<file path="src/hw/rtl/mavg_pkg.sv">
// Shared types and constants for the moving average block.
// No dependencies.
`default_nettype none

package mavg_pkg;

	localparam int DATA_W     = 32;
	localparam int SUM_W      = 39;
	localparam int WL_W       = 7;
	localparam int WT_W       = 17;
	localparam int CFG_IDX_W  = 4;
	localparam int CFG_DATA_W = 17;

	localparam logic [CFG_IDX_W-1:0] REG_WINDOW_LENGTH = 4'd0;
	localparam logic [CFG_IDX_W-1:0] REG_EMA_WEIGHT    = 4'd1;

	localparam logic [WT_W-1:0] WEIGHT_ONE = 17'd65536;

	typedef enum logic [1:0] {
		ST_IDLE,
		ST_UPD,
		ST_DIV,
		ST_OUT
	} mavg_state_t;

endpackage

`default_nettype wire

</file>
<file path="src/hw/rtl/mavg_ram.sv">
// Generic single-port-write, single-port-read RAM with registered read data.
// No dependencies.
`default_nettype none

module mavg_ram #(
	parameter int WIDTH = 32,
	parameter int DEPTH = 64
) (
	input  wire logic                     clk,
	input  wire logic                     we,
	input  wire logic [$clog2(DEPTH)-1:0] waddr,
	input  wire logic [WIDTH-1:0]         wdata,
	input  wire logic [$clog2(DEPTH)-1:0] raddr,
	output logic      [WIDTH-1:0]         rdata
);

	logic [WIDTH-1:0] mem [DEPTH];

	always_ff @(posedge clk) begin
		if (we) begin
			mem[waddr] <= wdata;
		end
		rdata <= mem[raddr];
	end

endmodule

`default_nettype wire

</file>
<file path="src/hw/rtl/mavg_div.sv">
// Radix-2 restoring divider: signed window sum by unsigned window length,
// truncated toward zero, one quotient bit per cycle. Depends on mavg_pkg.
`default_nettype none

module mavg_div import mavg_pkg::*; (
	input  wire logic              clk,
	input  wire logic              arst_n,
	input  wire logic              start,
	input  wire logic [SUM_W-1:0]  dividend,
	input  wire logic [WL_W-1:0]   divisor,
	output logic                   done,
	output logic      [DATA_W-1:0] quotient
);

	localparam int CNT_W = $clog2(SUM_W);

	logic             busy_q;
	logic             done_q;
	logic [CNT_W-1:0] cnt_q;
	logic [SUM_W-1:0] quo_q;
	logic [WL_W-1:0]  rem_q;
	logic [WL_W-1:0]  dsr_q;
	logic             neg_q;

	logic [WL_W:0]    rem_sh;
	logic [WL_W+1:0]  trial;
	logic             q_bit;
	logic [SUM_W-1:0] quo_neg;
	logic [SUM_W-1:0] dvd_abs;

	assign rem_sh  = {rem_q, quo_q[SUM_W-1]};
	assign trial   = {1'b0, rem_sh} - {2'b00, dsr_q};
	assign q_bit   = ~trial[WL_W+1];
	assign quo_neg = -quo_q;
	assign dvd_abs = dividend[SUM_W-1] ? -dividend : dividend;

	always_ff @(posedge clk or negedge arst_n) begin
		if (!arst_n) begin
			busy_q <= 1'b0;
			done_q <= 1'b0;
			cnt_q  <= '0;
		end else begin
			done_q <= 1'b0;
			if (start) begin
				busy_q <= 1'b1;
				cnt_q  <= '0;
			end else if (busy_q) begin
				cnt_q <= cnt_q + 1'b1;
				if (cnt_q == CNT_W'(SUM_W - 1)) begin
					busy_q <= 1'b0;
					done_q <= 1'b1;
				end
			end
		end
	end

	always_ff @(posedge clk) begin
		if (start) begin
			quo_q <= dvd_abs;
			rem_q <= '0;
			dsr_q <= divisor;
			neg_q <= dividend[SUM_W-1];
		end else if (busy_q) begin
			quo_q <= {quo_q[SUM_W-2:0], q_bit};
			rem_q <= q_bit ? trial[WL_W-1:0] : rem_sh[WL_W-1:0];
		end
	end

	assign done     = done_q;
	assign quotient = neg_q ? quo_neg[DATA_W-1:0] : quo_q[DATA_W-1:0];

endmodule

`default_nettype wire

</file>
<file path="src/hw/rtl/moving_average_sma_ema.sv">
// Simple and exponential moving average over signed Q16.16 samples.
// A sample is accepted only in idle; it then passes the update, divide and output states in order,
// and the window sum goes through the 39-step bit-serial divide before the next sample is taken.
// Reset clears the window state and sets window length 1 and weight 65536;
// the sample ring holds no defined data until written, and needs no clearing pass.
// Depends on mavg_pkg, mavg_ram and mavg_div.
`default_nettype none

module moving_average_sma_ema import mavg_pkg::*; #(
	parameter int WINDOW_MAX = 64
) (
	input  wire logic                  clk,
	input  wire logic                  arst_n,
	input  wire logic                  in_valid,
	output logic                       in_stall,
	input  wire logic                  series_start,
	input  wire logic signed [DATA_W-1:0] price,
	output logic                       out_valid,
	input  wire logic                  out_stall,
	output logic                       ready_res,
	output logic signed [DATA_W-1:0]   simple_avg,
	output logic signed [DATA_W-1:0]   exp_avg,
	input  wire logic                  cfg_valid,
	output logic                       cfg_ready,
	input  wire logic [CFG_IDX_W-1:0]  cfg_index,
	input  wire logic [CFG_DATA_W-1:0] cfg_data
);

	localparam int AW     = $clog2(WINDOW_MAX);
	localparam int W_CLIP = (WINDOW_MAX < 127) ? WINDOW_MAX : 127;
	localparam int CMP_W  = (AW > WL_W) ? AW + 1 : WL_W + 1;

	mavg_state_t state_q, state_d;

	logic [WL_W-1:0]   wl_q;
	logic [WT_W-1:0]   weight_q;
	logic [SUM_W-1:0]  sum_q;
	logic [WL_W-1:0]   fill_q;
	logic [AW-1:0]     slot_q;
	logic [DATA_W-1:0] last_ema_q;
	logic              out_valid_q;
	logic              go_q;

	logic [DATA_W-1:0] x_q;
	logic              ready_q;
	logic              seed_q;
	logic [DATA_W-1:0] sma_q;
	logic signed [50:0] prod_s1;

	logic [WL_W-1:0]   w_eff;
	logic              slot_over;
	logic [AW-1:0]     raddr;
	logic [DATA_W-1:0] rdata;
	logic              filling;
	logic [DATA_W-1:0] old_val;
	logic [SUM_W-1:0]  sum_n;
	logic [CMP_W-1:0]  slot_inc;
	logic [AW-1:0]     slot_n;
	logic signed [DATA_W:0] diff;
	logic [DATA_W-1:0] ema_c;
	logic              accept;
	logic              out_free;
	logic              div_done;
	logic [DATA_W-1:0] div_q;
	logic [CFG_DATA_W-1:0] wt_clip;

	always_comb begin
		if (wl_q == '0) begin
			w_eff = WL_W'(1);
		end else if (wl_q > WL_W'(W_CLIP)) begin
			w_eff = WL_W'(W_CLIP);
		end else begin
			w_eff = wl_q;
		end
	end

	assign accept    = in_valid && (state_q == ST_IDLE);
	assign in_stall  = (state_q != ST_IDLE);
	assign cfg_ready = 1'b1;
	assign out_free  = !out_valid_q || !out_stall;
	assign out_valid = out_valid_q;

	assign slot_over = CMP_W'(slot_q) >= CMP_W'(w_eff);
	assign raddr     = (series_start || slot_over) ? '0 : slot_q;

	assign filling  = fill_q < w_eff;
	assign old_val  = filling ? '0 : rdata;
	assign sum_n    = sum_q + {{(SUM_W-DATA_W){x_q[DATA_W-1]}}, x_q}
	                  - {{(SUM_W-DATA_W){old_val[DATA_W-1]}}, old_val};
	assign slot_inc = CMP_W'(slot_q) + 1'b1;
	assign slot_n   = (slot_inc == CMP_W'(w_eff)) ? '0 : slot_inc[AW-1:0];
	assign diff     = $signed({x_q[DATA_W-1], x_q}) - $signed({last_ema_q[DATA_W-1], last_ema_q});
	assign ema_c    = seed_q ? sma_q : last_ema_q + prod_s1[47:16];
	assign wt_clip  = (cfg_data > WEIGHT_ONE) ? WEIGHT_ONE : cfg_data;

	mavg_ram #(
		.WIDTH(DATA_W),
		.DEPTH(WINDOW_MAX)
	) u_ring (
		.clk  (clk),
		.we   (state_q == ST_UPD),
		.waddr(slot_q),
		.wdata(x_q),
		.raddr(raddr),
		.rdata(rdata)
	);

	mavg_div u_div (
		.clk     (clk),
		.arst_n  (arst_n),
		.start   (go_q),
		.dividend(sum_q),
		.divisor (w_eff),
		.done    (div_done),
		.quotient(div_q)
	);

	always_ff @(posedge clk or negedge arst_n) begin
		if (!arst_n) begin
			state_q <= ST_IDLE;
		end else begin
			state_q <= state_d;
		end
	end

	always_comb begin
		state_d = state_q;
		case (state_q)
			ST_IDLE: begin
				if (in_valid) state_d = ST_UPD;
			end
			ST_UPD: begin
				state_d = ST_DIV;
			end
			ST_DIV: begin
				if (div_done) state_d = ST_OUT;
			end
			ST_OUT: begin
				if (out_free) state_d = ST_IDLE;
			end
			default: begin
				state_d = ST_IDLE;
			end
		endcase
	end

	always_ff @(posedge clk or negedge arst_n) begin
		if (!arst_n) begin
			wl_q        <= WL_W'(1);
			weight_q    <= WEIGHT_ONE;
			sum_q       <= '0;
			fill_q      <= '0;
			slot_q      <= '0;
			last_ema_q  <= '0;
			out_valid_q <= 1'b0;
			go_q        <= 1'b0;
		end else begin
			go_q <= (state_q == ST_UPD);
			if (cfg_valid && cfg_ready) begin
				case (cfg_index)
					REG_WINDOW_LENGTH: begin
						wl_q       <= cfg_data[WL_W-1:0];
						sum_q      <= '0;
						fill_q     <= '0;
						slot_q     <= '0;
						last_ema_q <= '0;
					end
					REG_EMA_WEIGHT: begin
						weight_q <= wt_clip;
					end
					default: begin
					end
				endcase
			end else if (accept) begin
				if (series_start) begin
					sum_q      <= '0;
					fill_q     <= '0;
					last_ema_q <= '0;
				end
				slot_q <= raddr;
			end else if (state_q == ST_UPD) begin
				sum_q  <= sum_n;
				slot_q <= slot_n;
				if (filling) fill_q <= fill_q + 1'b1;
			end
			if (state_q == ST_OUT && out_free) begin
				out_valid_q <= 1'b1;
				if (ready_q) last_ema_q <= ema_c;
			end else if (!out_stall) begin
				out_valid_q <= 1'b0;
			end
		end
	end

	always_ff @(posedge clk) begin
		if (accept) begin
			x_q <= price;
		end
		if (state_q == ST_UPD) begin
			ready_q <= filling ? (fill_q + 1'b1 == w_eff) : 1'b1;
			seed_q  <= filling;
			prod_s1 <= 51'(diff) * $signed({1'b0, weight_q});
		end
		if (div_done) begin
			sma_q <= div_q;
		end
		if (state_q == ST_OUT && out_free) begin
			ready_res  <= ready_q;
			simple_avg <= ready_q ? sma_q : '0;
			exp_avg    <= ready_q ? ema_c : '0;
		end
	end

endmodule

`default_nettype wire
</file>
<file path="config.mk">
export PLATFORM = sky130hd
export DESIGN_NAME = moving_average_sma_ema
export DESIGN_NICKNAME = d
export VERILOG_FILES = /design/src/hw/rtl/mavg_pkg.sv /design/src/hw/rtl/mavg_ram.sv /design/src/hw/rtl/mavg_div.sv /design/src/hw/rtl/moving_average_sma_ema.sv
export SDC_FILE = /design/constraint.sdc
export NUM_CORES = 2
export LEC_CHECK = 0
export BUFFER_PORTS_ARGS = -buffer_cell sky130_fd_sc_hd__buf_2
export CORE_MARGIN = 2
export CORE_UTILIZATION = 30
export DETAILED_ROUTE_END_ITERATION = 7
export PLACE_DENSITY = 0.55
export SLEW_MARGIN = 5
export SYNTH_ARGS = -nofsm -noshare
export SYNTH_HDL_FRONTEND = slang
export SYNTH_HIERARCHICAL = 1
export SYNTH_SLANG_ARGS = --single-unit
</file>
<file path="constraint.sdc">
create_clock -name clk -period 12.6 [get_ports clk]
set_clock_uncertainty 0.05 [all_clocks]
set_input_delay 2.52 -clock clk [delete_from_list [all_inputs] [get_ports clk]]
set_output_delay 2.52 -clock clk [all_outputs]
set_load 0.1 [all_outputs]
</file>
* Yosys cells after proc, flatten, opt, wreduce, memory -nomap -nowiden
Memory sizes are Yosys's and may differ from the RTL's. A register that Yosys moved wholly into a read port is not among the register bits.
Index checks and enable logic that the tools add are counted.
** Word-level totals
- Memories kept :: 1
- Word-level logic and storage cells :: 122
- Memory bits (writable) :: 2048
- Input bits :: 59
- Output and inout port bits :: 68
- Bits in registers :: 353
** Cells by class
- Reductions and logical operators :: 19
- Equal/unequal tests :: 13
- Order comparisons :: 4
- Bitwise operators :: 1
- Multiplexer cells :: 49
- $add $sub $neg :: 10
- Multiply operators :: 1
** Memory list
- u_ring.mem :: words 64, width 32, read ports 1, clocked after Yosys merged registers in 1, wr ports 1, line mavg_ram.sv:17 : logic [WIDTH-1:0] mem [DEPTH];
** Operator list (number)
- 39-bit two-way mux :: 8
- 32-bit two-way mux :: 9
- 7-bit two-way mux :: 9
- 33-bit by 18-bit multiplier with 48-bit output :: 1
- 6-bit two-way mux :: 8
- 39-bit adder :: 1
- 39-bit negation :: 1
- 39-bit subtractor :: 1
- 32-bit by 32-bit subtractor with 33-bit output :: 1
- 32-bit adder :: 1
- 32-bit negation :: 1
- 17-bit greater-than comparator (second input constant) :: 1
- 17-bit two-way mux :: 1
- 7-bit equality test :: 2
- 1-bit two-way mux :: 10
- 8-bit by 7-bit subtractor with 9-bit output :: 1
- 2-bit one-hot mux with 4 select lines :: 1
- 6-bit by 1-bit adder with 7-bit output (second input constant) :: 1
- 7-bit by 1-bit adder with 7-bit output (second input constant) :: 1
- 6-bit by 7-bit greater-or-equal comparator with 1-bit output :: 1
- 7-bit greater-than comparator (second input constant) :: 1
- 7-bit logical NOT :: 1
- 7-bit less-than comparator :: 1
- 6-bit by 1-bit adder with 6-bit output (second input constant) :: 1
- other kinds (19) :: 33

* Logic depth before layout (Yosys ltp)
- Depth in word-level cells :: 9
- Mapped depth :: 38
- Mapped depth without buffers :: 38

* Hierarchy
Netlist, hierarchy kept.
** Modules (own cells, without submodules)
- mavg_ram :: cells each 3324, area an instance 78515.3 µm², instances 1, seq. area each 62139.6 µm²
- moving_average_sma_ema :: cells each 3769, area an instance 35475.3 µm², instances 1, seq. area each 7699.9 µm²
- mavg_div :: cells each 478, area an instance 4456.8 µm², instances 1, seq. area each 1751.7 µm²

* Least setup slack after synthesis
Ideal clock, no wire load.
- Path type :: register to register
- Start point :: register x_q[2]
- End point :: register prod_s1[47] (data pin)
- Stages on the path, launching flop included :: 36
- Period minus slack after synthesis :: 9.455 ns
- Setup time :: 0.268 ns
- Required time :: 12.282 ns
- Arrival time :: 9.138 ns
- Buffers on the path :: 2
- Path slack :: 3.145 ns
- Cells stage by stage :: edfxtp_1 > ha_1 > nor2b_1 > o31a_1 > o221ai_2 > a21oi_2 > o311a_1 > a21oi_2 > nor2_1 > or4_1 > and3_1 > buf_6 > buf_6 > and2_1 > fa_1 > inv_1 > fa_1 > fa_1 > inv_1 > fa_1 > fa_1 > inv_1 > fa_1 > inv_1 > ha_1 > a21oi_1 > o21ai_0 > a221o_1 > a21oi_1 > o21ba_2 > o22ai_1 > o21a_1 > nor2_2 > o21bai_1 > a211oi_1 > xnor3_1
** On the way
- Word-level cells in the longest chain between the ends :: 2
** RTL lines
- from (decl) :: line moving_average_sma_ema.sv:44 : logic [DATA_W-1:0] x_q;
- from (signal assigned) :: line moving_average_sma_ema.sv:197 : x_q <= price;
- 32-bit by 32-bit subtractor with 33-bit output :: line moving_average_sma_ema.sv:92 : assign diff = $signed({x_q[DATA_W-1], x_q}) - $signed({last_ema_q[DATA_W-1], last_ema_q});
- 33-bit by 18-bit multiplier with 48-bit output :: line moving_average_sma_ema.sv:202 : prod_s1 <= 51'(diff) * $signed({1'b0, weight_q});
- to (signal assigned) :: line moving_average_sma_ema.sv:202
- to (decl) :: line moving_average_sma_ema.sv:48 : logic signed [50:0] prod_s1;
Every way passes these cells.
A chain may end at the register's enable or synchronous reset.

* Worst setup path after layout
- Start point :: register x_q[1]
- End point :: register prod_s1[47] (data pin)
The elaborated chain is that of the path after synthesis.

==> results_dict.tcl <==
set metrics [dict create \
    wl_met2_um 160000 \
    max_slew_margin_pct 10.2 \
    hold_class "reg -> reg" \
    dr_total_vias 66800 \
    critPathSlowestCell "sky130_fd_sc_hd__xnor2_2" \
    layout_worst_path_cycle_share_pct 82.6 \
    clk_pin_slew_worst_paths_ns 0.07 \
    syn-num-nets 8428 \
    crit_arrival_ns 10.91 \
    worst_path_most_repeated_cell "sky130_fd_sc_hd__fa_1" \
    pin_count 127 \
    fp.dieW_um 632 \
    netlist_area_um2 118000 \
    via_per_inst 5.05 \
    yosys.area.top_type_share_pct 57.2 \
    timing.final.setup_violations 0 \
    die-area_um2 400000 \
    post_synth_fa_ha_maj_area_fraction_pct 11.9 \
    post_synthesis_cell_type_with_the_largest_combined_area "sky130_fd_sc_hd__edfxtp_1" \
    layout-drive-gt1-share_pct 17.2 \
    layout_nets 8650 \
    timing.rr.start "x_q[1]" \
    gr-total-overflow 0 \
    grt_max_degree 114 \
    hold_start "u_div/rem_q[2]" \
    async_sr_flop_fraction_pct 4.96 \
    floorplan.die.height_um 632 \
    synthesis.yosys.warnings 6 \
    route.final.wire_length_um 341000 \
    avgRoutedWirePerCell_um 25.8 \
    final.fill_count 37500 \
    reg2reg_slack_ns 2.19 \
    post_cts_resized 0 \
    tightest_slew_ns 1.33 \
    avg_synthesized_cell_area_um2 15.6 \
    maxSlewViolCount 0 \
    synthMuxAreaShare_pct 11.4 \
    fin_hold_ws_ns 0.471 \
    dominant_combinational_cell_family_by_area_after_synthesis "adder cells" \
    io_buffers 125 \
    dr.pass1.iters 7 \
    crit_required_ns 13.10 \
    cts_tree "done" \
    core_area_um2 393000 \
    dr.first_iter.drc_count 6680 \
    via_count_of_the_first_global_routing_pass 68600 \
    global_route_wire_length_before_repair_um 491000 \
    cts_root_buffer "sky130_fd_sc_hd__clkbuf_16" \
    rows 230 \
    postSynthRegisterBits 2417 \
    postCtsHoldBufs 0 \
    postCtsSetupBuffers 0 \
    clock_tree.htree_level_count 4 \
    hpwl_um 215000 \
    yosysUniqueCellTypes 97 \
    ff2ff_path_depth 36 \
    syn-instance-count 7571 \
    inserted_clock_buffers 243 \
    synth-xor-area-share_pct 1.56 \
    run_status "completed" \
    timing.max_cap.violations 0 \
    top_layer "met5" \
    starting_density_of_the_core_pct 30.2 \
    hold_viol_final 0 \
    clock_tree_buf_depth 4 \
    rr_endpoint "prod_s1[47]" \
    worstHoldPathCells 2 \
    synth_edf_count 2258 \
    track_usage_pct 16.9 \
    m1WireLength_um 145000 \
    timing.critical_path.from_type "register" \
    synth_compound_gate_area_share_pct 4.57 \
    antenna_found_initial 27 \
    detail_route.drc_violations 0 \
    timing.critical_path.fanout_max 33 \
    setup_total_negative_slack_ns 0 \
    period_needed_ns 10.41 \
    dominantRegCellSynth "sky130_fd_sc_hd__edfxtp_1" \
    synth.yosys.seq_area_share_pct 60.4 \
    clock_latency_ns 0.93 \
    wl_met3_um 24800 \
    criticalPathCategory "reg -> reg" \
    whs_endpoint "u_div/rem_q[2]" \
    critPathMaxStageDelay_ns 0.80 \
    critPathCaptureType "register" \
    yosys-top-cells-area "sky130_fd_sc_hd__edfxtp_1 (57%), sky130_fd_sc_hd__mux4_2 (10%), sky130_fd_sc_hd__fa_1 (9.4%)" \
    max_freq_mhz 96.1 \
    area_growth_syn_to_layout_pct 13.1 \
    synth_simple_gate_area_share_pct 6.07 \
    cts_sinks 2417 \
    rsz0062_at_grt "no" \
    antenna_violating_nets_post_route 0 \
    final_core_utilization_pct 34.1 \
    replace_congestion 0.868 \
]
routing by layer:
| metal | global-route usage (%) | up-vias |
|---|---|---|
| met5 | 0 | - |
| met4 | 5.52 | 4 |
| met3 | 2.69 | 514 |
| met2 | 27.2 | 2536 |
| met1 | 23.2 | 35600 |
| li1 | - | 28200 |
worst max-delay path: cells and delay by family, from the launching register on:
kind / cells / cell delay, ns
and+or+nand+nor: 7 / 1.47
DFF: 1 / 0.35
xor gates and xnor gates: 2 / 1.17
adders and majority gates: 8 / 3.63
AOI/OAI and AO/OA: 13 / 2.59
buffers and inverters: 6 / 0.80
synthesized netlist by cell type (all sizes together) (10+ instances only):
cell       n
a22o      31
fa       555
or3       22
and2     359
nand2    457
a21o      53
dfrtp    118
a21oi    225
ha       243
nor3      34
a211oi    26
mux2      10
nor4      18
xnor2    131
nand4     23
or2       15
o21ai    172
o21bai    13
o22ai     88
nor2     295
xor2      77
nand3     39
o31ai     27
nand2b    50
buf      126
inv      869
mux4     544
a22oi     14
o211ai    10
dfxtp     39
o221ai    31
o21a      31
and3      20
mux2i    108
a31oi     12
edfxtp  2258
nor2b     64
o41ai     18
clkbuf   215
worst max path at each step:
stage / start / endpoint / slack (ns) / cells after the start
floorplan: x_q[2] / prod_s1[47] / 3.14 / 35
global placement: x_q[1] / prod_s1[41] / 2.48 / 35
detailed placement: x_q[1] / prod_s1[47] / 2.23 / 36
CTS: x_q[1] / prod_s1[47] / 2.11 / 36
global route: x_q[1] / prod_s1[47] / 1.58 / 36
finish: x_q[1] / prod_s1[47] / 2.19 / 36
flip-flops by register name, summed over array words and instances, names as in the netlist, 2 cells and up:
register and count:
exp_avg 32, fill_q 7, last_ema_q 32, prod_s1 32
simple_avg 32, slot_q 6, sma_q 32, state_q 2
sum_q 39, u_div/cnt_q 6, u_div/dsr_q 7, u_div/quo_q 39
u_div/rem_q 7, u_ring/mem 2048, u_ring/rdata 32, weight_q 17
wl_q 7, x_q 32
per-stage QoR:
step | cell area, µm² | setup slack [ns] | instances
final | 134000 | 2.19 | 13200
after global routing | 134000 | 1.58 | 13200
after CTS | 134000 | 2.11 | 13200
after detailed placement | 126000 | 2.23 | 12800
after global placement | 126000 | 2.48 | 12800
after floorplan | 118000 | 3.14 | 7571
cell usage in the layout (no fill, tap or decap), types with 62 or more instances in the layout:
master                      instances
sky130_fd_sc_hd__mux2i_1          108
sky130_fd_sc_hd__buf_4            186
sky130_fd_sc_hd__nor2_1           232
sky130_fd_sc_hd__xnor2_1          120
sky130_fd_sc_hd__clkbuf_16        244
sky130_fd_sc_hd__a21oi_1          218
sky130_fd_sc_hd__nor2b_1           64
sky130_fd_sc_hd__mux4_2           544
sky130_fd_sc_hd__inv_1            868
sky130_fd_sc_hd__ha_1             242
sky130_fd_sc_hd__and2_1           351
sky130_fd_sc_hd__nor2_4            62
sky130_fd_sc_hd__o21ai_0          162
sky130_fd_sc_hd__edfxtp_1        2258
sky130_fd_sc_hd__dfrtp_1          114
sky130_fd_sc_hd__buf_2            124
sky130_fd_sc_hd__xor2_1            74
sky130_fd_sc_hd__fa_1             555
sky130_fd_sc_hd__o22ai_1           88
sky130_fd_sc_hd__nand2_1          457
final cells by class:
| cell class | instances | area, µm² | share of cell area (%) |
|---|---|---|---|
| sequential | 2417 | 71600 | 53.5 |
| clock buffer | 293 | 6380 | 4.76 |
| antenna | 12 | 30.0 | 0.0224 |
| tap | 5220 | 6530 | 4.88 |
| multi-input combinational | 3944 | 42700 | 31.9 |
| inverter | 869 | 3260 | 2.44 |
| clock inverter | 148 | 1280 | 0.955 |
| timing repair buffer | 318 | 2170 | 1.62 |
cells by family (layout without fill, tap and decap cells):
kind of cell / Yosys count / after routing
mux: 662 / 662
buf+inv: 1210 / 1628
simple gates: 1440 / 1440
other cells: 1 / 13
flops: 2417 / 2417
fa+ha+maj: 798 / 798
xor+xnor: 209 / 209
compound gates: 834 / 834
Power is left out: the tool's default activity adds up to more than one toggle a clock period on the data nets, which glitch-free logic cannot reach.
